## src/sv/swin_pkg.sv

```systemverilog
// Shared types and codes for the sliding-window sender.
`timescale 1ns / 1ps
`default_nettype none
package swin_pkg;

  // Item kinds on the input channel.
  localparam logic [1:0] KIND_SEND    = 2'd0;
  localparam logic [1:0] KIND_ACK     = 2'd1;
  localparam logic [1:0] KIND_TIMEOUT = 2'd2;

  // Timer commands on the result channel.
  localparam logic [1:0] TMR_NONE    = 2'd0;
  localparam logic [1:0] TMR_START   = 2'd1;
  localparam logic [1:0] TMR_STOP    = 2'd2;
  localparam logic [1:0] TMR_RESTART = 2'd3;

  // Configuration register indexes.
  localparam int CFG_ADDR_W = 1;
  localparam int CFG_DATA_W = 5;
  localparam logic [CFG_ADDR_W-1:0] CFG_WINDOW_SIZE = 1'd0;
  localparam logic [CFG_ADDR_W-1:0] CFG_SEQ_BITS    = 1'd1;

  localparam logic [4:0] WINDOW_SIZE_RST = 5'd4;
  localparam logic [4:0] SEQ_BITS_RST    = 5'd3;

  localparam int SEQ_W      = 16;
  localparam int WORD_W     = 64;
  localparam int BURST_W    = 5;
  localparam logic [BURST_W-1:0] BURST_LAST = 5'd30;  // 31 packets at most per timeout
  localparam logic [1:0] DUP_LIMIT = 2'd3;

  // Commands from the controller to the datapath.
  typedef struct packed {
    logic latch_in;     // capture the accepted word
    logic exec_item;    // apply the item and load its result
    logic walk_init;    // start walking stored packets at the window base
    logic walk_resend;  // the walk is a single fast retransmit
    logic walk_step;    // emit the current walk packet and advance
    logic sel_next;     // index unit reduces next_seq instead of the walk pointer
  } cmd_t;

  // Status from the datapath to the controller.
  typedef struct packed {
    logic [1:0] kind;
    logic       to_empty;    // window empty (base equals next_seq)
    logic       ack_resend;  // the held ack triggers a fast retransmit
    logic       walk_last;   // the current walk packet is the final one
    logic       out_free;    // the result register can take a word this cycle
  } sts_t;

endpackage
`default_nettype wire

```

## src/sv/swin_mod_idx.sv

```systemverilog
// Two-stage reduction of a sequence number to a packet store index.
`timescale 1ns / 1ps
`default_nettype none
module swin_mod_idx #(
  parameter int DEPTH = 32
) (
  input  wire logic                                clk,
  input  wire logic [swin_pkg::SEQ_W-1:0]          seq_in,
  output logic      [$clog2(DEPTH)-1:0]            idx
);
  import swin_pkg::*;

  localparam int IDX_W       = $clog2(DEPTH);
  localparam int RECIP_SHIFT = 25;
  localparam int RECIP       = ((1 << RECIP_SHIFT) + DEPTH - 1) / DEPTH;
  localparam int PROD_W      = SEQ_W + RECIP_SHIFT;

  logic [SEQ_W-1:0]  x_r;
  logic [SEQ_W-1:0]  q_r;
  logic [PROD_W-1:0] prod;
  logic [SEQ_W+8:0]  qd;
  logic [SEQ_W-1:0]  rem;

  // Quotient by multiplying with the rounded-up reciprocal; exact for 16-bit inputs.
  assign prod = PROD_W'(seq_in) * PROD_W'(RECIP);

  always_ff @(posedge clk) begin
    x_r <= seq_in;
    q_r <= prod[PROD_W-1:RECIP_SHIFT];
  end

  assign qd  = (SEQ_W+9)'(q_r) * (SEQ_W+9)'(DEPTH);
  assign rem = x_r - qd[SEQ_W-1:0];
  assign idx = rem[IDX_W-1:0];

endmodule
`default_nettype wire

```

## src/sv/swin_dp.sv

```systemverilog
// Datapath: window state, configuration, packet store and result register.
`timescale 1ns / 1ps
`default_nettype none
module swin_dp #(
  parameter int STORE_DEPTH  = 32,
  parameter int PAYLOAD_BITS = 64
) (
  input  wire logic                                clk,
  input  wire logic                                rst_n,
  input  wire logic                                cfg_we,
  input  wire logic [swin_pkg::CFG_ADDR_W-1:0]     cfg_addr,
  input  wire logic [swin_pkg::CFG_DATA_W-1:0]     cfg_wdata,
  input  wire logic [1:0]                          in_kind,
  input  wire logic [swin_pkg::WORD_W-1:0]         in_payload,
  input  wire logic [swin_pkg::SEQ_W-1:0]          in_ack_num,
  input  wire logic                                in_ack_checksum_ok,
  input  wire swin_pkg::cmd_t                      cmd,
  output swin_pkg::sts_t                           sts,
  input  wire logic                                out_stall,
  output logic                                     out_valid,
  output logic                                     out_packet_valid,
  output logic      [swin_pkg::SEQ_W-1:0]          out_seq_num,
  output logic      [swin_pkg::WORD_W-1:0]         out_packet_data,
  output logic      [1:0]                          out_timer_cmd,
  output logic                                     out_send_accepted,
  output logic                                     out_last
);
  import swin_pkg::*;

  localparam int IDX_W = $clog2(STORE_DEPTH);

  // Configuration.
  logic [4:0] ws_r;
  logic [4:0] sb_r;

  // Window state.
  logic [SEQ_W-1:0] base_r, base_nxt;
  logic [SEQ_W-1:0] next_r, next_nxt;
  logic [1:0]       dup_r, dup_nxt;

  // Held input word.
  logic [1:0]              kind_r;
  logic [PAYLOAD_BITS-1:0] pay_r;
  logic [SEQ_W-1:0]        ack_r;
  logic                    ok_r;

  // Walk over stored packets.
  logic [SEQ_W-1:0]   walk_r;
  logic [BURST_W-1:0] cnt_r;
  logic               resend_r;

  // Packet store.
  logic [PAYLOAD_BITS-1:0] pkt_mem [STORE_DEPTH];
  logic [PAYLOAD_BITS-1:0] rd_data_r;
  logic [IDX_W-1:0]        idx;
  logic                    mem_we;

  // Result register.
  logic              ov_r;
  logic              pv_r;
  logic [SEQ_W-1:0]  seq_r;
  logic [WORD_W-1:0] data_r;
  logic [1:0]        tcmd_r;
  logic              acc_r;
  logic              last_r;

  logic [SEQ_W-1:0] mask;
  logic [SEQ_W:0]   lim, nn, b1, tgt, wn;
  logic             full, dup_case, empty_a, resend, walk_last, out_free;
  logic [SEQ_W-1:0] base_a;
  logic [1:0]       dup_a;

  logic              e_pv;
  logic [SEQ_W-1:0]  e_seq;
  logic [WORD_W-1:0] e_data;
  logic [1:0]        e_tcmd;
  logic              e_acc;

  swin_mod_idx #(.DEPTH(STORE_DEPTH)) u_idx (
    .clk    (clk),
    .seq_in (cmd.sel_next ? next_r : walk_r),
    .idx    (idx)
  );

  always_comb begin
    if (sb_r inside {[5'd1:5'd16]}) begin
      mask = SEQ_W'((17'd1 << sb_r) - 17'd1);
    end else begin
      mask = '1;
    end
  end

  assign lim = (17'(base_r) + 17'(ws_r)) & 17'(mask);
  assign nn  = (17'(next_r) + 17'd1) & 17'(mask);
  assign b1  = (17'(base_r) + 17'd1) & 17'(mask);
  assign tgt = (17'(ack_r) + 17'd1) & 17'(mask);
  assign wn  = (17'(walk_r) + 17'd1) & 17'(mask);

  assign full     = (next_r == lim[SEQ_W-1:0]);
  assign dup_case = (base_r == tgt[SEQ_W-1:0]);
  assign base_a   = dup_case ? base_r : tgt[SEQ_W-1:0];
  assign dup_a    = dup_case ? (dup_r + 2'd1) : 2'd0;
  assign empty_a  = (base_a == next_r);
  assign resend   = (kind_r == KIND_ACK) && ok_r && !empty_a && (dup_a == DUP_LIMIT);

  assign walk_last = resend_r || (wn[SEQ_W-1:0] == next_r) || (cnt_r == BURST_LAST);
  assign out_free  = !ov_r || !out_stall;

  assign sts.kind       = kind_r;
  assign sts.to_empty   = (base_r == next_r);
  assign sts.ack_resend = resend;
  assign sts.walk_last  = walk_last;
  assign sts.out_free   = out_free;

  // Result and state change of a send, an ack or an empty-window timeout.
  always_comb begin
    e_pv     = 1'b0;
    e_seq    = '0;
    e_data   = '0;
    e_tcmd   = TMR_NONE;
    e_acc    = 1'b0;
    base_nxt = base_r;
    next_nxt = next_r;
    dup_nxt  = dup_r;
    mem_we   = 1'b0;
    case (kind_r)
      KIND_SEND: begin
        if (!full) begin
          e_pv     = 1'b1;
          e_seq    = next_r;
          e_data   = WORD_W'(pay_r);
          e_tcmd   = (nn == b1) ? TMR_START : TMR_NONE;
          e_acc    = 1'b1;
          next_nxt = nn[SEQ_W-1:0];
          mem_we   = cmd.exec_item;
        end
      end
      KIND_ACK: begin
        if (ok_r) begin
          base_nxt = base_a;
          dup_nxt  = (empty_a || resend) ? 2'd0 : dup_a;
          if (empty_a) begin
            e_tcmd = TMR_STOP;
          end
        end
      end
      KIND_TIMEOUT: begin
        e_tcmd = TMR_RESTART;
      end
      default: begin
      end
    endcase
  end

  always_ff @(posedge clk) begin
    if (!rst_n) begin
      ws_r   <= WINDOW_SIZE_RST;
      sb_r   <= SEQ_BITS_RST;
      base_r <= '0;
      next_r <= '0;
      dup_r  <= '0;
      ov_r   <= 1'b0;
    end else begin
      if (cfg_we) begin
        case (cfg_addr)
          CFG_WINDOW_SIZE: ws_r <= cfg_wdata;
          CFG_SEQ_BITS:    sb_r <= cfg_wdata;
          default: begin
          end
        endcase
      end
      if (cmd.exec_item) begin
        base_r <= base_nxt;
        next_r <= next_nxt;
        dup_r  <= dup_nxt;
      end
      if ((cmd.exec_item && !resend) || cmd.walk_step) begin
        ov_r <= 1'b1;
      end else if (!out_stall) begin
        ov_r <= 1'b0;
      end
    end
  end

  always_ff @(posedge clk) begin
    if (cmd.latch_in) begin
      kind_r <= in_kind;
      pay_r  <= in_payload[PAYLOAD_BITS-1:0];
      ack_r  <= in_ack_num;
      ok_r   <= in_ack_checksum_ok;
    end
    if (cmd.walk_init) begin
      walk_r   <= base_r;
      cnt_r    <= '0;
      resend_r <= cmd.walk_resend;
    end else if (cmd.walk_step) begin
      walk_r <= wn[SEQ_W-1:0];
      cnt_r  <= cnt_r + 1'b1;
    end
    if (cmd.exec_item && !resend) begin
      pv_r   <= e_pv;
      seq_r  <= e_seq;
      data_r <= e_data;
      tcmd_r <= e_tcmd;
      acc_r  <= e_acc;
      last_r <= 1'b1;
    end else if (cmd.walk_step) begin
      pv_r   <= 1'b1;
      seq_r  <= walk_r;
      data_r <= WORD_W'(rd_data_r);
      tcmd_r <= (walk_last && !resend_r) ? TMR_RESTART : TMR_NONE;
      acc_r  <= 1'b0;
      last_r <= walk_last;
    end
  end

  always_ff @(posedge clk) begin
    if (mem_we) begin
      pkt_mem[idx] <= pay_r;
    end
    rd_data_r <= pkt_mem[idx];
  end

  assign out_valid         = ov_r;
  assign out_packet_valid  = pv_r;
  assign out_seq_num       = seq_r;
  assign out_packet_data   = data_r;
  assign out_timer_cmd     = tcmd_r;
  assign out_send_accepted = acc_r;
  assign out_last          = last_r;

endmodule
`default_nettype wire

```

## src/sv/swin_ctrl.sv

```systemverilog
// Controller state machine sequencing items and store walks.
`timescale 1ns / 1ps
`default_nettype none
module swin_ctrl (
  input  wire logic            clk,
  input  wire logic            rst_n,
  input  wire logic            in_valid,
  output logic                 in_stall,
  output swin_pkg::cmd_t       cmd,
  input  wire swin_pkg::sts_t  sts
);
  import swin_pkg::*;

  localparam logic [2:0] ST_IDLE = 3'd0;
  localparam logic [2:0] ST_EXEC = 3'd1;
  localparam logic [2:0] ST_RD_A = 3'd2;
  localparam logic [2:0] ST_RD_B = 3'd3;
  localparam logic [2:0] ST_EMIT = 3'd4;

  logic [2:0] state_r, state_nxt;

  assign in_stall = (state_r != ST_IDLE);

  always_comb begin
    state_nxt       = state_r;
    cmd             = '0;
    cmd.sel_next    = (state_r == ST_IDLE) || (state_r == ST_EXEC);
    case (state_r)
      ST_IDLE: begin
        if (in_valid) begin
          cmd.latch_in = 1'b1;
          state_nxt    = ST_EXEC;
        end
      end
      ST_EXEC: begin
        if (sts.kind == KIND_TIMEOUT && !sts.to_empty) begin
          cmd.walk_init = 1'b1;
          state_nxt     = ST_RD_A;
        end else if (sts.out_free) begin
          cmd.exec_item = 1'b1;
          if (sts.ack_resend) begin
            cmd.walk_init   = 1'b1;
            cmd.walk_resend = 1'b1;
            state_nxt       = ST_RD_A;
          end else begin
            state_nxt = ST_IDLE;
          end
        end
      end
      ST_RD_A: state_nxt = ST_RD_B;
      ST_RD_B: state_nxt = ST_EMIT;
      ST_EMIT: begin
        if (sts.out_free) begin
          cmd.walk_step = 1'b1;
          state_nxt     = sts.walk_last ? ST_IDLE : ST_RD_A;
        end
      end
      default: state_nxt = ST_IDLE;
    endcase
  end

  always_ff @(posedge clk) begin
    if (!rst_n) begin
      state_r <= ST_IDLE;
    end else begin
      state_r <= state_nxt;
    end
  end

endmodule
`default_nettype wire

```

## src/sv/sliding_window_sender_top.sv

```systemverilog
// Top level of the go-back-N sliding-window sender with fast retransmit.
`timescale 1ns / 1ps
`default_nettype none
// The block takes one word at a time on the input channel: a send request, an
// arrived acknowledgement or a timer expiry. A send, an ack without fast
// retransmit, a refused send, a bad-checksum ack, an unused kind or a timeout
// with an empty window is accepted into the input register, then applied with
// its result loaded. A fast-retransmit ack updates the window and resends the
// packet at the base; a timeout resends the outstanding packets from the base,
// at most 31 of them. Resent packets pass a registered two-stage unit reducing
// the sequence number to a store index, then the store's one registered read
// port. Each result waits in an output register, so a stall on the result side
// only holds the block once the next result is ready. The packet store is not
// cleared at reset; a sequence number must only be read back after it has been
// sent, and configuration written through the plain write port only while the
// block is idle. Both bind the user; the block itself enforces neither.
module sliding_window_sender_top #(
  parameter int STORE_DEPTH  = 32,
  parameter int PAYLOAD_BITS = 64
) (
  input  wire logic                                clk,
  input  wire logic                                rst_n,
  input  wire logic                                cfg_we,
  input  wire logic [swin_pkg::CFG_ADDR_W-1:0]     cfg_addr,
  input  wire logic [swin_pkg::CFG_DATA_W-1:0]     cfg_wdata,
  input  wire logic                                in_valid,
  output logic                                     in_stall,
  input  wire logic [1:0]                          in_kind,
  input  wire logic [swin_pkg::WORD_W-1:0]         in_payload,
  input  wire logic [swin_pkg::SEQ_W-1:0]          in_ack_num,
  input  wire logic                                in_ack_checksum_ok,
  output logic                                     out_valid,
  input  wire logic                                out_stall,
  output logic                                     out_packet_valid,
  output logic      [swin_pkg::SEQ_W-1:0]          out_seq_num,
  output logic      [swin_pkg::WORD_W-1:0]         out_packet_data,
  output logic      [1:0]                          out_timer_cmd,
  output logic                                     out_send_accepted,
  output logic                                     out_last
);
  import swin_pkg::*;

  cmd_t cmd;
  sts_t sts;

  // The controller decides when each step runs; it sees the datapath only
  // through the status bundle.
  swin_ctrl u_ctrl (
    .clk      (clk),
    .rst_n    (rst_n),
    .in_valid (in_valid),
    .in_stall (in_stall),
    .cmd      (cmd),
    .sts      (sts)
  );

  // The datapath holds the window pointers, the duplicate-ack count, the
  // configuration registers, the packet store and the result register.
  swin_dp #(
    .STORE_DEPTH  (STORE_DEPTH),
    .PAYLOAD_BITS (PAYLOAD_BITS)
  ) u_dp (
    .clk                (clk),
    .rst_n              (rst_n),
    .cfg_we             (cfg_we),
    .cfg_addr           (cfg_addr),
    .cfg_wdata          (cfg_wdata),
    .in_kind            (in_kind),
    .in_payload         (in_payload),
    .in_ack_num         (in_ack_num),
    .in_ack_checksum_ok (in_ack_checksum_ok),
    .cmd                (cmd),
    .sts                (sts),
    .out_stall          (out_stall),
    .out_valid          (out_valid),
    .out_packet_valid   (out_packet_valid),
    .out_seq_num        (out_seq_num),
    .out_packet_data    (out_packet_data),
    .out_timer_cmd      (out_timer_cmd),
    .out_send_accepted  (out_send_accepted),
    .out_last           (out_last)
  );

endmodule
`default_nettype wire

```

## config.mk

```make
export PLATFORM = sky130hd
export DESIGN_NAME = sliding_window_sender_top
export DESIGN_NICKNAME = d
export VERILOG_FILES = /design/src/sv/swin_pkg.sv /design/src/sv/swin_mod_idx.sv /design/src/sv/swin_dp.sv /design/src/sv/swin_ctrl.sv /design/src/sv/sliding_window_sender_top.sv
export SDC_FILE = /design/constraint.sdc
export NUM_CORES = 2
export LEC_CHECK = 0
export ABC_AREA = 0
export BUFFER_PORTS_ARGS = -buffer_cell sky130_fd_sc_hd__buf_2
export CORE_MARGIN = 5
export CORE_UTILIZATION = 58
export DETAILED_ROUTE_END_ITERATION = 12
export PLACE_DENSITY = 0.83
export SYNTH_ARGS = -nofsm -noshare
export SYNTH_HDL_FRONTEND = slang
export SYNTH_SLANG_ARGS = --single-unit
```

## constraint.sdc

```tcl
create_clock -name clk -period 25.8 [get_ports clk]
set_input_delay 2.58 -clock clk [delete_from_list [all_inputs] [get_ports clk]]
set_output_delay 2.58 -clock clk [all_outputs]
set_load 0.05 [all_outputs]
```

==> results.py <==
metrics = {
    "outcome": {
        "status": "finished clean",
    },
    "setup_path": {
        "crit_path_end_kind": "register",
        "worstPathArrival_ns": 8.41,
        "cp_max_fo": 94,
        "crit_required_ns": 26.24,
        "rrSetupSlack_ns": 17.83,
        "cp-start-kind": "register",
        "critPathKind": "register to register",
    },
    "clocking": {
        "cts_tree": "yes",
        "cts_max_level": 4,
        "cts.sinks": 2355,
        "clkTransAtPathRegs_ns": 0.07,
        "post_cts_resize_count": 0,
        "cts.path.max_buffers": 3,
        "hold_buffers": 0,
        "postCtsSetupBuffers": 0,
        "clock-root-buffer": "clkbuf_16",
        "clock_insertion_delay_worst_skew_ns": 0.91,
        "numCtsBuffers": 216,
    },
    "global_routing": {
        "grt_pass1_wl_um": 394200,
        "antenna_found_initial": 8,
        "grt_pass1_vias": 51940,
        "overflow": 0,
        "grt_max_degree": 150,
        "grtUsageTotal_pct": 34.05,
    },
    "logic_synthesis": {
        "synth_seq_cells": 2355,
        "synthFlopType": "edfxtp_1",
        "yosys.cell_types.count": 89,
        "syn_nets": 4540,
        "synth_enable_flop_cells": 2232,
        "syn_area_per_cell_sq_um": 20.53,
        "async_flop_share_pct": 0,
        "yosys_warnings": 0,
        "netlist_area_sq_um": 91020,
        "synthCells": 4433,
        "yosysSeqAreaShare_pct": 76.34,
    },
    "pwr": {
        "ir_drop_v": 0.00007191,
        "p_int_mw": 6.175,
        "p_per_area_nw_per_um2": 78.14,
        "clkPwrFrac_pct": 41.9,
        "p_comb_share_pct": 3.9,
        "p_seq_share_pct": 54.1,
        "p_leak_nw": 31.40,
        "totalPowerFinal_mw": 7.973,
        "p_sw_share_pct": 22.55,
        "p_sw_mw": 1.798,
    },
    "sta": {
        "setup_tns_ns": 0,
        "fin_crit_sh_pct": 30.90,
        "fmax_mhz": 125.4,
        "finalSetupViolCount": 0,
        "hold_viol_final": 0,
        "min_period_ns": 7.972,
        "slew_headroom_pct": 10.85,
        "rsz0062_at_grt": "no",
        "slew_viol_final": 0,
        "tightest_slew_ns": 1.334,
        "fin_skew_ns": 0.1016,
    },
    "route": {
        "vias": 51790,
        "viasPerCell": 7.443,
        "drt-pass1-iter-count": 6,
        "wire_per_inst_um": 40.14,
        "drt_wl_total_um": 279400,
        "drtIter0Drc": 8883,
        "drcViolationCount": 0,
        "postRouteAntennaNets": 0,
    },
    "floorplan": {
        "fp.dieArea_sq_um": 165000,
        "core_area_sq_um": 156200,
        "die_x_um": 406.1,
        "rows": 145,
        "die_height_um": 406.1,
        "start_util_pct": 58.27,
        "ios": 181,
    },
    "finish": {
        "nNetsFinal": 4807,
        "utilization_pct": 65.32,
        "areaGrowthSynthToFinish_pct": 12.10,
        "fin_cells": 6959,
        "drive_gt1_share_pct": 25.77,
        "final_cell_mix": "edfxtp_1, mux4_2, a22oi_1",
        "layout_commonest_cell": "edfxtp_1",
    },
    "place": {
        "portBuffers": 180,
        "dp_hpwl_um": 141800,
        "dp.cells": 6540,
        "gp_congestion": 0.9479,
    },
    "job": {
        "drv_cap": 0,
    },
    "hold_path": {
        "hold_class": "register to register",
    },
}
## sequential cells by signal, summed over array words and instances (netlist names), 2 cells and up
| register | cells |
|---|---|
| u_dp.pkt_mem | 2048 |
| u_dp.out_packet_data | 64 |
| u_dp.pay_r | 64 |
| u_dp.rd_data_r | 64 |
| u_dp.ack_r | 16 |
| u_dp.base_r | 16 |
| u_dp.next_r | 16 |
| u_dp.out_seq_num | 16 |
| u_dp.walk_r | 16 |
| u_dp.cnt_r | 5 |
| u_dp.sb_r | 5 |
| u_dp.u_idx.x_r | 5 |
| u_dp.ws_r | 5 |
| u_ctrl.state_r | 3 |
| u_dp.dup_r | 2 |
| u_dp.kind_r | 2 |
| u_dp.out_timer_cmd | 2 |
## cells by family (layout without fill, tap and decap cells)
family	Yosys count	in the layout	synth area share (%)
and+or+nand+nor	550	550	3.342
buffers and inverters	296	757	1.361
other	0	7	0
adders and majority gates	13	13	0.1870
xor gates and xnor gates	99	99	0.9527
DFF	2355	2355	76.34
AOI/OAI and AO/OA	565	565	4.644
muxes	555	555	13.17
## worst paths after layout
| kind | depth (start not counted) | endpoint | startpoint |
|---|---|---|---|
| setup / recovery | 15 | u_dp.pkt_mem[9][5] | u_dp.sb_r[3] |
| hold / removal | 2 | u_dp.dup_r[1] | u_dp.dup_r[1] |
| setup reg to reg | 15 | u_dp.pkt_mem[9][5] | u_dp.sb_r[3] |
| hold reg to reg | 2 | u_dp.dup_r[1] | u_dp.dup_r[1] |
## critical path, cell delays in order (launching register included)
cell and delay [ns]:
dfxtp_1 0.95, nor4_4 0.17, nand2_1 0.13, ha_1 0.44, nand2b_1 0.29, nand3_1 0.11, a22o_1 0.24, buf_4 0.20
a221oi_1 0.52, nand4_1 0.17, or4_1 0.65, o211ai_4 0.44, nand3_4 0.53, inv_6 0.97, and4_4 0.93, buf_4 0.79
## Yosys cell counts, drive strengths merged, types with 15 or more instances
cell | count | area, sq um
dfxtp | 123 | 2462
nand4 | 95 | 600.6
a22o | 82 | 718.2
xor2 | 33 | 289.0
nor3 | 49 | 245.2
mux2 | 20 | 225.2
buf | 104 | 518.0
clkbuf | 162 | 608.1
edfxtp | 2232 | 67020
a21oi | 60 | 300.3
a22oi | 258 | 1937
o21ai | 35 | 175.2
inv | 30 | 112.6
nor2 | 85 | 321.6
and4 | 15 | 131.4
a211oi | 17 | 127.6
and3 | 16 | 100.1
nand3 | 51 | 272.8
xnor2 | 66 | 578.1
mux4 | 512 | 11530
nand2 | 99 | 374.1
nor4 | 43 | 302.8
mux2i | 23 | 230.2
## metrics by stage
| stage | cell area, sq um | setup slack [ns] | hold WS [ns] |
|---|---|---|---|
| 6_report | 102000 | 17.83 | 0.4805 |
| 3_3_place_gp | 94660 | 18.04 | 0.4507 |
| 3_5_place_dp | 94660 | 18.03 | 0.4653 |
| 5_1_grt | 102000 | 17.59 | 0.4908 |
| 2_1_floorplan | 91020 | 15.36 | 0.4408 |
| 4_1_cts | 102000 | 17.92 | 0.4748 |
## power groups by stage
stage / Clock [mW] / Sequential [mW] / Combinational [mW]
6_report: 3.34 / 4.32 / 0.313
2_1_floorplan: 0 / 4.39 / 0.172
3_3_place_gp: 0 / 4.38 / 0.303
4_1_cts: 3.35 / 4.31 / 0.313
5_1_grt: 3.54 / 4.32 / 0.328
3_5_place_dp: 0 / 4.39 / 0.306
## layout make-up
| cell class | instances | area (sq um) |
|---|---|---|
| Fill cell | 9156 | 54180 |
| Timing Repair Buffer | 315 | 1939 |
| Clock buffer | 297 | 5962 |
| Sequential cell | 2355 | 69490 |
| Tap cell | 2058 | 2575 |
| Clock inverter | 115 | 1390 |
| Antenna cell | 7 | 17.52 |
| Multi-Input combinational cell | 1782 | 20530 |
| Inverter | 30 | 117.6 |
## metal layers
metal	vias up	global-route usage, %	routed length [um]
met5	-	0	23
met4	4	17.57	17200
met3	1012	8.287	35120
met2	5284	54.64	135700
met1	26250	43.97	91300
li1	19240	-	-
No activity file was read; power rests on OpenSTA's default activity.
